File: config.mk
export PLATFORM = sky130hd
export DESIGN_NAME = indexed_min_heap_core
export DESIGN_NICKNAME = d
export VERILOG_FILES = /design/src/hw/rtl/imh_pkg.sv /design/src/hw/rtl/indexed_min_heap_core.sv /design/src/hw/rtl/imh_ram.sv
export SDC_FILE = /design/constraint.sdc
export NUM_CORES = 2
export LEC_CHECK = 0
export ABC_AREA = 1
export BUFFER_PORTS_ARGS = -buffer_cell sky130_fd_sc_hd__buf_4
export CAP_MARGIN = 20
export CORE_ASPECT_RATIO = 1.1
export CORE_UTILIZATION = 35
export DETAILED_ROUTE_END_ITERATION = 12
export SLEW_MARGIN = 25
export SYNTH_ARGS = -nofsm -noshare
export SYNTH_HDL_FRONTEND = slang
export SYNTH_SLANG_ARGS = --single-unit
File: constraint.sdc
create_clock -name clock -period 6.2 [get_ports clock]
set_clock_uncertainty 0.05 [all_clocks]
set_input_delay 0.62 -clock clock [delete_from_list [all_inputs] [get_ports clock]]
set_output_delay 0.62 -clock clock [all_outputs]
set_load 0.005 [all_outputs]
File: src/hw/rtl/imh_pkg.sv
`timescale 1ns / 1ps
// ----------------------------------------------------------------------------
// imh_pkg
// Shared types and constants of the indexed min-heap core.
// ----------------------------------------------------------------------------
package imh_pkg;

   localparam int CAPACITY    = 64;
   localparam int IDX_W       = $clog2(CAPACITY);
   localparam int CNT_W       = $clog2(CAPACITY + 1);
   localparam int NB_W        = IDX_W + 2;
   localparam int KEY_W       = 32;
   localparam int BUILD_START = (CAPACITY - 1) / 2;

   localparam logic [1:0] ACT_LOAD   = 2'd0;
   localparam logic [1:0] ACT_BUILD  = 2'd1;
   localparam logic [1:0] ACT_INSERT = 2'd2;
   localparam logic [1:0] ACT_REMOVE = 2'd3;

   localparam logic [2:0] ST_OK      = 3'd0;
   localparam logic [2:0] ST_FULL    = 3'd1;
   localparam logic [2:0] ST_PRESENT = 3'd2;
   localparam logic [2:0] ST_ABSENT  = 3'd3;
   localparam logic [2:0] ST_LOADREF = 3'd4;

   localparam logic signed [KEY_W-1:0] KEY_MIN = {1'b1, {(KEY_W-1){1'b0}}};

   typedef struct packed {
      logic [1:0]              action;
      logic [5:0]              item_id;
      logic signed [KEY_W-1:0] key;
   } imh_req_type;

   typedef struct packed {
      logic [5:0]              top_id;
      logic signed [KEY_W-1:0] top_key;
      logic                    empty_res;
      logic [6:0]              count;
      logic [2:0]              status;
   } imh_rsp_type;

   typedef enum logic [4:0] {
      S_IDLE,
      S_R_POS,
      S_U_RD,
      S_U_PID,
      S_U_PKEY,
      S_U_END,
      S_P_RD,
      S_B_FILL,
      S_D_SLOT,
      S_D_XID,
      S_D_KEY,
      S_D_L,
      S_D_LID,
      S_D_LKEY,
      S_D_RID,
      S_D_RKEY,
      S_D_DEC,
      S_D_END,
      S_TOP,
      S_T_ID,
      S_T_KEY,
      S_DONE
   } imh_state_type;

endpackage

File: src/hw/rtl/indexed_min_heap_core.sv
`timescale 1ns / 1ps
// ----------------------------------------------------------------------------
// indexed_min_heap_core
// Indexed binary min-heap over CAPACITY ids with remove-by-id.
// ----------------------------------------------------------------------------
// Usage:
//  - req channel (req_valid / req_stall / req_data) carries one item: an
//    action (load key, build all, insert id, remove id), an id and a key.
//  - rsp channel (rsp_valid / rsp_stall / rsp_data) returns exactly one item
//    per request: top id and key, count, empty flag and status.
//  - One item is worked on at a time; req_stall is high while it runs.
//  - State lives in three RAMs with registered read data (keys, heap slots, slot of
//    each id); presence bits and the fill count are flip-flops.
//  - A load or an error goes straight to the root read-back; insert climbs
//    level by level (up to 6 levels); remove climbs to the root, then sifts
//    down level by level from the root; build fills the slot and position
//    tables for all 64 ids, then runs 32 sift-downs.
//    Each level costs a slot read then a key read.
//  - Reset clears presence bits and the count; RAM contents need no clearing.
//  - A stalled result sits in the output register; the core finishes the
//    next step only once that register is free.
// ----------------------------------------------------------------------------
module indexed_min_heap_core (
   input  logic                 clock,
   input  logic                 reset,
   input  logic                 req_valid,
   output logic                 req_stall,
   input  imh_pkg::imh_req_type req_data,
   output logic                 rsp_valid,
   input  logic                 rsp_stall,
   output imh_pkg::imh_rsp_type rsp_data
);

   import imh_pkg::*;

   imh_state_type state_ff, state_in;

   logic [1:0]              act_ff, act_in;
   logic [2:0]              st_ff, st_in;
   logic [IDX_W-1:0]        s_ff, s_in;          // current slot
   logic [IDX_W-1:0]        x_id_ff, x_id_in;    // carried element
   logic signed [KEY_W-1:0] x_key_ff, x_key_in;
   logic [IDX_W-1:0]        c_id_ff, c_id_in;    // neighbor id
   logic [IDX_W-1:0]        m_ff, m_in;          // best slot in sift-down
   logic [IDX_W-1:0]        m_id_ff, m_id_in;
   logic signed [KEY_W-1:0] m_key_ff, m_key_in;
   logic [IDX_W-1:0]        bidx_ff, bidx_in;
   logic [CNT_W-1:0]        cnt_ff, cnt_in;
   logic [CAPACITY-1:0]     pres_ff, pres_in;
   logic                    rsp_valid_ff, rsp_valid_in;
   imh_rsp_type             rsp_ff, rsp_in;

   logic                    key_we, slot_we, pos_we;
   logic [IDX_W-1:0]        key_wa, slot_wa, pos_wa;
   logic [KEY_W-1:0]        key_wd;
   logic [IDX_W-1:0]        slot_wd, pos_wd;
   logic [IDX_W-1:0]        key_ra, slot_ra, pos_ra;
   logic [KEY_W-1:0]        key_rd;
   logic [IDX_W-1:0]        slot_rd, pos_rd;

   logic                    accept;
   logic                    id_ok;
   logic [IDX_W-1:0]        parent;
   logic [NB_W-1:0]         lc, rc, cnt_ext;
   logic signed [KEY_W-1:0] key_rd_s;

   imh_ram #(.WIDTH(KEY_W), .DEPTH(CAPACITY)) u_key_ram (
      .clock(clock), .wr_en(key_we), .wr_addr(key_wa), .wr_data(key_wd),
      .rd_addr(key_ra), .rd_data(key_rd)
   );

   imh_ram #(.WIDTH(IDX_W), .DEPTH(CAPACITY)) u_slot_ram (
      .clock(clock), .wr_en(slot_we), .wr_addr(slot_wa), .wr_data(slot_wd),
      .rd_addr(slot_ra), .rd_data(slot_rd)
   );

   imh_ram #(.WIDTH(IDX_W), .DEPTH(CAPACITY)) u_pos_ram (
      .clock(clock), .wr_en(pos_we), .wr_addr(pos_wa), .wr_data(pos_wd),
      .rd_addr(pos_ra), .rd_data(pos_rd)
   );

   assign req_stall = (state_ff != S_IDLE);
   assign accept    = req_valid && !req_stall;
   assign rsp_valid = rsp_valid_ff;
   assign rsp_data  = rsp_ff;

   assign id_ok    = ({1'b0, req_data.item_id} < CNT_W'(CAPACITY));
   assign parent   = IDX_W'((s_ff - 1'b1) >> 1);
   assign lc       = NB_W'({s_ff, 1'b1});
   assign rc       = lc + 1'b1;
   assign cnt_ext  = NB_W'(cnt_ff);
   assign key_rd_s = $signed(key_rd);

   always_comb begin
      state_in     = state_ff;
      act_in       = act_ff;
      st_in        = st_ff;
      s_in         = s_ff;
      x_id_in      = x_id_ff;
      x_key_in     = x_key_ff;
      c_id_in      = c_id_ff;
      m_in         = m_ff;
      m_id_in      = m_id_ff;
      m_key_in     = m_key_ff;
      bidx_in      = bidx_ff;
      cnt_in       = cnt_ff;
      pres_in      = pres_ff;
      rsp_valid_in = rsp_valid_ff && rsp_stall;
      rsp_in       = rsp_ff;

      key_we  = 1'b0;  key_wa  = x_id_ff;  key_wd  = req_data.key;
      slot_we = 1'b0;  slot_wa = s_ff;     slot_wd = x_id_ff;
      pos_we  = 1'b0;  pos_wa  = x_id_ff;  pos_wd  = s_ff;
      key_ra  = c_id_ff;
      slot_ra = s_ff;
      pos_ra  = req_data.item_id;

      unique case (state_ff)
         S_IDLE: begin
            if (accept) begin
               act_in   = req_data.action;
               st_in    = ST_OK;
               x_id_in  = req_data.item_id;
               x_key_in = req_data.key;
               state_in = S_TOP;
               unique case (req_data.action)
                  ACT_LOAD: begin
                     if (!id_ok) begin
                        st_in = ST_ABSENT;
                     end else if (pres_ff[req_data.item_id]) begin
                        st_in = ST_LOADREF;
                     end else begin
                        key_we = 1'b1;
                        key_wa = req_data.item_id;
                     end
                  end
                  ACT_BUILD: begin
                     bidx_in  = '0;
                     state_in = S_B_FILL;
                  end
                  ACT_INSERT: begin
                     if (!id_ok) begin
                        st_in = ST_ABSENT;
                     end else if (cnt_ff >= CNT_W'(CAPACITY)) begin
                        st_in = ST_FULL;
                     end else if (pres_ff[req_data.item_id]) begin
                        st_in = ST_PRESENT;
                     end else begin
                        key_we   = 1'b1;
                        key_wa   = req_data.item_id;
                        pres_in[req_data.item_id] = 1'b1;
                        s_in     = IDX_W'(cnt_ff);
                        cnt_in   = cnt_ff + 1'b1;
                        state_in = S_U_RD;
                     end
                  end
                  ACT_REMOVE: begin
                     if (!id_ok || !pres_ff[req_data.item_id] || cnt_ff == '0) begin
                        st_in = ST_ABSENT;
                     end else begin
                        key_we   = 1'b1;
                        key_wa   = req_data.item_id;
                        key_wd   = KEY_MIN;
                        x_key_in = KEY_MIN;
                        pres_in[req_data.item_id] = 1'b0;
                        state_in = S_R_POS;
                     end
                  end
                  default: state_in = S_TOP;
               endcase
            end
         end
         S_R_POS: begin
            s_in     = pos_rd;
            state_in = S_U_RD;
         end
         // sift up: parents move down until the carried element settles
         S_U_RD: begin
            if (s_ff == '0) begin
               slot_we  = 1'b1;
               pos_we   = 1'b1;
               state_in = S_U_END;
            end else begin
               slot_ra  = parent;
               state_in = S_U_PID;
            end
         end
         S_U_PID: begin
            c_id_in  = slot_rd;
            key_ra   = slot_rd;
            state_in = S_U_PKEY;
         end
         S_U_PKEY: begin
            slot_we = 1'b1;
            pos_we  = 1'b1;
            if (act_ff == ACT_REMOVE || x_key_ff < key_rd_s) begin
               slot_wd  = c_id_ff;
               pos_wa   = c_id_ff;
               s_in     = parent;
               state_in = S_U_RD;
            end else begin
               state_in = S_U_END;
            end
         end
         S_U_END: begin
            state_in = S_TOP;
            if (act_ff == ACT_REMOVE) begin
               cnt_in = cnt_ff - 1'b1;
               if (cnt_ff > CNT_W'(1)) begin
                  slot_ra  = IDX_W'(cnt_ff - 1'b1);
                  state_in = S_P_RD;
               end
            end
         end
         S_P_RD: begin
            x_id_in  = slot_rd;
            key_ra   = slot_rd;
            s_in     = '0;
            state_in = S_D_KEY;
         end
         S_B_FILL: begin
            slot_we = 1'b1;
            slot_wa = bidx_ff;
            slot_wd = bidx_ff;
            pos_we  = 1'b1;
            pos_wa  = bidx_ff;
            pos_wd  = bidx_ff;
            if (bidx_ff == IDX_W'(CAPACITY - 1)) begin
               cnt_in   = CNT_W'(CAPACITY);
               pres_in  = '1;
               bidx_in  = IDX_W'(BUILD_START);
               s_in     = IDX_W'(BUILD_START);
               state_in = S_D_SLOT;
            end else begin
               bidx_in = bidx_ff + 1'b1;
            end
         end
         // sift down
         S_D_SLOT: begin
            state_in = S_D_XID;
         end
         S_D_XID: begin
            x_id_in  = slot_rd;
            key_ra   = slot_rd;
            state_in = S_D_KEY;
         end
         S_D_KEY: begin
            x_key_in = key_rd_s;
            state_in = S_D_L;
         end
         S_D_L: begin
            if (lc >= cnt_ext) begin
               slot_we  = 1'b1;
               pos_we   = 1'b1;
               state_in = S_D_END;
            end else begin
               slot_ra  = lc[IDX_W-1:0];
               state_in = S_D_LID;
            end
         end
         S_D_LID: begin
            c_id_in  = slot_rd;
            key_ra   = slot_rd;
            state_in = S_D_LKEY;
         end
         S_D_LKEY: begin
            if (key_rd_s < x_key_ff) begin
               m_in     = lc[IDX_W-1:0];
               m_id_in  = c_id_ff;
               m_key_in = key_rd_s;
            end else begin
               m_in     = s_ff;
               m_key_in = x_key_ff;
            end
            if (rc < cnt_ext) begin
               slot_ra  = rc[IDX_W-1:0];
               state_in = S_D_RID;
            end else begin
               state_in = S_D_DEC;
            end
         end
         S_D_RID: begin
            c_id_in  = slot_rd;
            key_ra   = slot_rd;
            state_in = S_D_RKEY;
         end
         S_D_RKEY: begin
            if (key_rd_s < m_key_ff) begin
               m_in    = rc[IDX_W-1:0];
               m_id_in = c_id_ff;
            end
            state_in = S_D_DEC;
         end
         S_D_DEC: begin
            slot_we = 1'b1;
            pos_we  = 1'b1;
            if (m_ff == s_ff) begin
               state_in = S_D_END;
            end else begin
               slot_wd  = m_id_ff;
               pos_wa   = m_id_ff;
               s_in     = m_ff;
               state_in = S_D_L;
            end
         end
         S_D_END: begin
            state_in = S_TOP;
            if (act_ff == ACT_BUILD && bidx_ff != '0) begin
               bidx_in  = bidx_ff - 1'b1;
               s_in     = bidx_ff - 1'b1;
               state_in = S_D_SLOT;
            end
         end
         // read back the root for the result
         S_TOP: begin
            slot_ra  = '0;
            state_in = (cnt_ff == '0) ? S_DONE : S_T_ID;
         end
         S_T_ID: begin
            c_id_in  = slot_rd;
            key_ra   = slot_rd;
            state_in = S_T_KEY;
         end
         S_T_KEY: begin
            m_key_in = key_rd_s;
            state_in = S_DONE;
         end
         S_DONE: begin
            if (!rsp_valid_ff || !rsp_stall) begin
               rsp_valid_in     = 1'b1;
               rsp_in.empty_res = (cnt_ff == '0);
               rsp_in.top_id    = (cnt_ff == '0) ? '0 : 6'(c_id_ff);
               rsp_in.top_key   = (cnt_ff == '0) ? '0 : m_key_ff;
               rsp_in.count     = 7'(cnt_ff);
               rsp_in.status    = st_ff;
               state_in         = S_IDLE;
            end
         end
         default: state_in = S_IDLE;
      endcase
   end

   always_ff @(posedge clock) begin
      if (reset) begin
         state_ff     <= S_IDLE;
         cnt_ff       <= '0;
         pres_ff      <= '0;
         rsp_valid_ff <= 1'b0;
      end else begin
         state_ff     <= state_in;
         cnt_ff       <= cnt_in;
         pres_ff      <= pres_in;
         rsp_valid_ff <= rsp_valid_in;
      end
   end

   always_ff @(posedge clock) begin
      act_ff   <= act_in;
      st_ff    <= st_in;
      s_ff     <= s_in;
      x_id_ff  <= x_id_in;
      x_key_ff <= x_key_in;
      c_id_ff  <= c_id_in;
      m_ff     <= m_in;
      m_id_ff  <= m_id_in;
      m_key_ff <= m_key_in;
      bidx_ff  <= bidx_in;
      rsp_ff   <= rsp_in;
   end

endmodule

File: src/hw/rtl/imh_ram.sv
`timescale 1ns / 1ps
// ----------------------------------------------------------------------------
// imh_ram
// Single write port, single read port RAM with registered read data.
// ----------------------------------------------------------------------------
module imh_ram #(
   parameter int WIDTH = 32,
   parameter int DEPTH = 64
) (
   input  logic                     clock,
   input  logic                     wr_en,
   input  logic [$clog2(DEPTH)-1:0] wr_addr,
   input  logic [WIDTH-1:0]         wr_data,
   input  logic [$clog2(DEPTH)-1:0] rd_addr,
   output logic [WIDTH-1:0]         rd_data
);

   logic [WIDTH-1:0] mem [DEPTH];

   always_ff @(posedge clock) begin
      if (wr_en) begin
         mem[wr_addr] <= wr_data;
      end
   end

   always_ff @(posedge clock) begin
      rd_data <= mem[rd_addr];
   end

endmodule
* Yosys cells after proc, flatten, opt, wreduce, memory -nomap -nowiden
Memory sizes are Yosys's and may differ from the RTL's. A register that Yosys moved wholly into a read port is not among the register bits.
Cells that the tools add are included.
** Cells by class
- $add $sub $neg :: 6
- Bitwise logic cells :: 3
- Magnitude comparators :: 9
- Reduce and logical (&&, ||, !) cells :: 40
- Mux-type cells :: 101
- Eq/ne operators :: 45
** Operator list (number)
- $mux 64 :: 5
- $pmux 64 s2 :: 2
- $mux 32 :: 6
- $mux 6 :: 30
- $pmux 32 s2 :: 2
- $pmux 5 s21 :: 1
- $lt 32x32->1 :: 3
- $and 64x64->64 :: 1
- $not 64->64 :: 1
- $or 64x64->64 :: 1
- $mux 5 :: 12
- $pmux 6 s3 :: 3
- $mux 7 :: 6
- $pmux 6 s7 :: 1
- $eq 5x4->1 const B :: 8
- $pmux 6 s2 :: 3
- $eq 5x5->1 const B :: 6
- $pmux 6 s5 :: 1
- $ne 2x2->1 const B :: 11
- $pmux 7 s3 :: 1
- $eq 5x3->1 const B :: 4
- $mux 1 :: 15
- $pmux 5 s3 :: 1
- $reduce_and 7->1 :: 2
- 46 further kinds :: 78
** Word-level totals
- Bits in registers :: 231
- Input bits :: 44
- Output and inout port bits :: 51
- Memories :: 3
- Word-level logic and storage cells :: 226
- RAM bits :: 2816
** Memory list
- u_key_ram.mem :: depth 64, bits a word 32, read ports 1, clocked after memory_dff 1, write ports 1, line imh_ram.sv:18 : logic [WIDTH-1:0] mem [DEPTH];
- u_pos_ram.mem :: depth 64, bits a word 6, read ports 1, clocked after memory_dff 1, write ports 1, line imh_ram.sv:18
- u_slot_ram.mem :: depth 64, bits a word 6, read ports 1, clocked after memory_dff 1, write ports 1, line imh_ram.sv:18

* Depth between registers and ports, before layout
- Word-level depth :: 10
- Depth in mapped cells :: 28
- Depth with buffers taken out :: 26

* Cells and area by module
A second synthesis with hierarchy kept.
** Unflattened totals
- Cell total of the unflattened synthesis :: 11601
- Area total of the unflattened synthesis :: 129628.1 µm²
** By module, submodules not included
- imh_ram at u_key_ram :: cells each 6785, sequential area each 62139.6 µm², area each 82785.6 µm², instances 1
- imh_ram at u_pos_ram ... :: cells each 1376, sequential area each 11651.2 µm², area each 15930.3 µm², instances 2
- indexed_min_heap_core :: cells each 2064, sequential area each 6165.9 µm², area each 14981.9 µm², instances 1

* Worst setup path before layout
No wires, ideal clock.
- Kind :: in2reg
- Start :: in req_data[32] (netlist bit)
- End :: mem u_key_ram.mem[63][0], enable pin
- Setup time :: 461 ps
- Data required time :: 5689 ps
- Stages :: 21
- Path slack :: 1181 ps
- Data arrival time :: 4508 ps
- Buffers on the path :: 2
- Path through :: buf_2 buf_4 nand2_1 nand2_1 nand2_1 nand2_1 nand2_1 nand2_1 nand2_1 nand2_1 nor2_1 nand2_4 inv_2 nand2_1 nand2_2 nand2_4 inv_4 nand2_2 nand2_4 inv_4 nor3_1
** Between the ends
- Cells in the longest elaborated chain, start to end :: 10
- Elaborated cells between the ends (all ways) :: 18
- Those cells by class :: mux (16); reduce/logical (2)
** Ends and longest elaborated chain
- from (decl) :: line indexed_min_heap_core.sv:28 : input imh_pkg::imh_req_type req_data,
- $bmux 1 s6 :: line indexed_min_heap_core.sv:130, indexed_min_heap_core.sv:146, indexed_min_heap_core.sv:158
- $mux 1 (implied by the code) :: line indexed_min_heap_core.sv:130, indexed_min_heap_core.sv:146, indexed_min_heap_core.sv:158
- $logic_not 1->1 :: line indexed_min_heap_core.sv:158 : if (!id_ok || !pres_ff[req_data.item_id] || cnt_ff == '0) begin
- $logic_or 1x1->1 :: line indexed_min_heap_core.sv:158
- $mux 1 :: line indexed_min_heap_core.sv:158
- $pmux 1 s3 :: line indexed_min_heap_core.sv:126 : unique case (req_data.action)
- $mux 1 :: line indexed_min_heap_core.sv:120 : if (accept) begin
- $mux 1 :: line indexed_min_heap_core.sv:118 : unique case (state_ff)
- $mux 1 :: line imh_ram.sv:21 : if (wr_en) begin
- $mux 1 (implied by the code) :: line imh_ram.sv:22 : mem[wr_addr] <= wr_data;
- to (decl) :: line imh_ram.sv:18
Several ways; a longest one is shown, not always the timed one. The select of a mux whose other input is x is not followed.

* Final worst setup path
- Start :: reg x_key_ff[31]
- End :: mem u_pos_ram.mem[57][5] (netlist bit), enable pin
** Between the ends
- Cells in the longest elaborated chain, start to end :: 4
** Ends and longest elaborated chain
- from (decl) :: line indexed_min_heap_core.sv:42 : logic signed [KEY_W-1:0] x_key_ff, x_key_in;
- from (signal assigned) :: line indexed_min_heap_core.sv:362 : x_key_ff <= x_key_in;
- $lt 32x32->1 :: line indexed_min_heap_core.sv:196 : if (act_ff == ACT_REMOVE || x_key_ff < key_rd_s) begin
- $logic_or 1x1->1 :: line indexed_min_heap_core.sv:196
- $mux 6 :: line indexed_min_heap_core.sv:196
- $pmux 6 s3 :: line indexed_min_heap_core.sv:118
- to (decl) :: line imh_ram.sv:18
Every way passes these cells.

==> results_dict.tcl <==
set metrics [dict create \
    status "completed" \
    grt-ovfl-total 0 \
    critPathCaptureType "flip-flop" \
    core_region_area_mm2 0.366 \
    timing.rr.start "x_key_ff[31]" \
    crit_top_cell "nand2_1" \
    crit_type "flip-flop to flip-flop" \
    most-common-layout-cells "3296 x nand2_1, 2970 x edfxtp_1, 2285 x nand3_1, 411 x nor2_1, 320 x clkbuf_16" \
    yosys_register_bits 3091 \
    synth_area_mm2 0.129 \
    multi_input_area_mm2 0.0333 \
    layout-drive-gt1-share_pct 8.94 \
    cpLargestDelayFamily "simple AND/OR/NAND/NOR gates" \
    fill_cells 34200 \
    avgRoutedWirePerCell_um 22.5 \
    hp-start "req_data[27]" \
    slew_viol_final 0 \
    clock_sinks 3091 \
    ff2ff_setup_slack_ns 0.76 \
    die_w_um 580 \
    die_area_mm2 0.370 \
    via_count 86900 \
    clk_pin_slew_ns 0.06 \
    yosys_warnings 0 \
    post-route-min-period_ns 5.44 \
    grt_pass1_wl_um 542000 \
    cts_setup_buffers 0 \
    finalSetupViolCount 0 \
    synth-async-reset-ratio_pct 0 \
    slew_headroom_pct 32.2 \
    start_util_pct 35.1 \
    drc 0 \
    grt_pass1_vias 81800 \
    cts_max_path_buffers 4 \
    drtPass1Iterations 8 \
    port_buffers 94 \
    fin_tns_setup_ns 0 \
    ys.flop_type "edfxtp_1" \
    die_h_um 638 \
    syn2layout_area_growth_pct 13.7 \
    setup_ws_ns 0.759 \
    gp_congestion 0.899 \
    grt_usage_pct 19.2 \
    max_cap_violations 0 \
    timing.rr.end "u_pos_ram.mem[57][5]" \
    irDropWorstVdd_mv 0.855 \
    antenna_found_initial 20 \
    final_common_cell "nand2_1" \
    dp_hpwl_um 214000 \
    cts_tree "built" \
    fmax_mhz 184 \
    clk_latency_ns 0.89 \
    first_iter_violations 10900 \
    synth_cell_types 54 \
    fin_crit_sh_pct 87.8 \
    synth-seq-area-share_pct 71.3 \
    whs_endpoint "x_key_ff[27]" \
    power-per-cell-area_mw_per_mm2 431 \
    rsz0062_at_grt "false" \
    synth_area_per_cell_um2 11.5 \
    final_cell_area_mm2 0.146 \
    cp_max_fo 8 \
    antenna_left 0 \
    cp.arrival_ns 5.87 \
    io_pins 95 \
    numCtsBuffers 306 \
    p_leak_uw 0.0519 \
    hold_depth 3 \
    root_buffer "clkbuf_16" \
    rows 233 \
    pre_cts_slack_ns 0.743 \
    cp_cell_sequence "inv_1, ha_1, nand2_1, nor2_1, nand2_1, nor4_1, nand4_1, nand3_1, nand3_1, nand2_1, nand2_1, a21oi_1, nand2_1, nor2_1" \
    cp_slowest_stage_delay_ns 0.69 \
    ff_latch_area_mm2 0.0916 \
    placed_area_mm2 0.136 \
    ctsResizeCount 0 \
    min_path_type "input pin to flip-flop" \
    cp_num_buf_inv 1 \
    crit_required_ns 6.63 \
    drt_wl_total_um 367000 \
    critPathLaunchType "flip-flop" \
    ff2ff_path_depth 14 \
    syn-num-nets 11300 \
    hold_violations 0 \
    tightest_slew_ns 1.02 \
    final_nets 11300 \
    synth-edff-count 2970 \
    h-tree-depth 5 \
    synth_cells 11200 \
    grt_max_degree 187 \
    crit_slowest_cell "nor2_1" \
    post_drt_via_cell_ratio 5.33 \
]
synthesized netlist by cell type (61+ instances only):
cell / number / area [um^2]
inv_1: 319 / 1200
a21oi_1: 89 / 445
nand3_1: 2285 / 11400
nand4_1: 75 / 469
nand2_1: 3308 / 12400
ha_1: 83 / 1040
o311ai_0: 65 / 569
nor2_1: 475 / 1780
edfxtp_1: 2970 / 89200
dfxtp_1: 121 / 2420
a22oi_1: 61 / 458
o21ai_0: 314 / 1570
buf_2: 333 / 1670
clkbuf_1: 262 / 983
worst max-delay path by stage:
stage,startpoint,endpoint,slack (ns),cells after the start
final,x_key_ff[31],u_pos_ram.mem[57][5],0.76,14
after global routing,cnt_ff[1],u_key_ram.mem[54][26],0.57,15
after CTS,cnt_ff[1],u_key_ram.mem[2][9],0.77,13
after detailed placement,req_data[32],u_key_ram.mem[2][2],0.74,20
after global placement,req_data[32],u_key_ram.mem[2][3],0.77,20
after floorplan,req_data[32],u_key_ram.mem[63][0],1.18,21
report_power, final:
| group | switching [uW] | internal (uW) | leakage, uW |
|---|---|---|---|
| sequential | 557 | 24700 | 0.0277 |
| combinational | 14100 | 4730 | 0.0193 |
| clock | 7910 | 10900 | 0.00487 |
per-stage QoR:
| step | hold WS (ns) | util [%] | std cells | power (uW) |
|---|---|---|---|---|
| detailed placement | 0.413 | 37.1 | 15700 | 44300 |
| global route | 0.0806 | 39.9 | 16300 | 65700 |
| global placement | 0.420 | 37.1 | 15700 | 44200 |
| finish | 0.0627 | 40.0 | 16300 | 62900 |
| floorplan | 0.350 | - | 11200 | 37300 |
| CTS | 0.00854 | 39.9 | 16300 | 63000 |
cells by family after synthesis:
family | synth area share [%]
compound gates | 3.59
xor+xnor | 0.0818
fa+ha+maj | 0.808
buf+inv | 3.37
flops | 71.3
simple gates | 20.9
layout make-up:
type	count	area share, %
Tap cell	4817	4.12
Clock inverter	161	1.14
Timing Repair Buffer	409	2.70
Inverter	335	0.888
Sequential cell	3091	62.7
Clock buffer	384	5.69
Antenna cell	9	0.0154
Multi-Input combinational cell	7079	22.8
per-layer routing:
metal  share of wire [%]  up-vias  GRT usage [%]
met5               0.035        -          0.246
met4                 3.2        2           6.22
met3                 9.6      492           3.39
met2                  44     3932           28.9
met1                  43    42700           28.0
li1                    -    39800              -
worst min-delay path, cell delays in order:
cell	delay (ns)
buf_4	0.10
nand3_1	0.08
nand2_1	0.07
flip-flops by register name, indices dropped and copies added (netlist names), 7 cells and up:
| name | cells |
|---|---|
| u_key_ram.rd_data | 32 |
| m_key_ff | 32 |
| u_slot_ram.mem | 384 |
| pres_ff | 64 |
| rsp_data | 49 |
| cnt_ff | 7 |
| u_pos_ram.mem | 384 |
| x_key_ff | 32 |
| u_key_ram.mem | 2048 |
repair_timing:
action | in CTS | in global routing
hold buffers | 34 | 0
setup endpoints to repair | 0 | 0
endpoints found under the hold margin | 39 | 0
No activity file was read; power rests on OpenSTA's default activity.
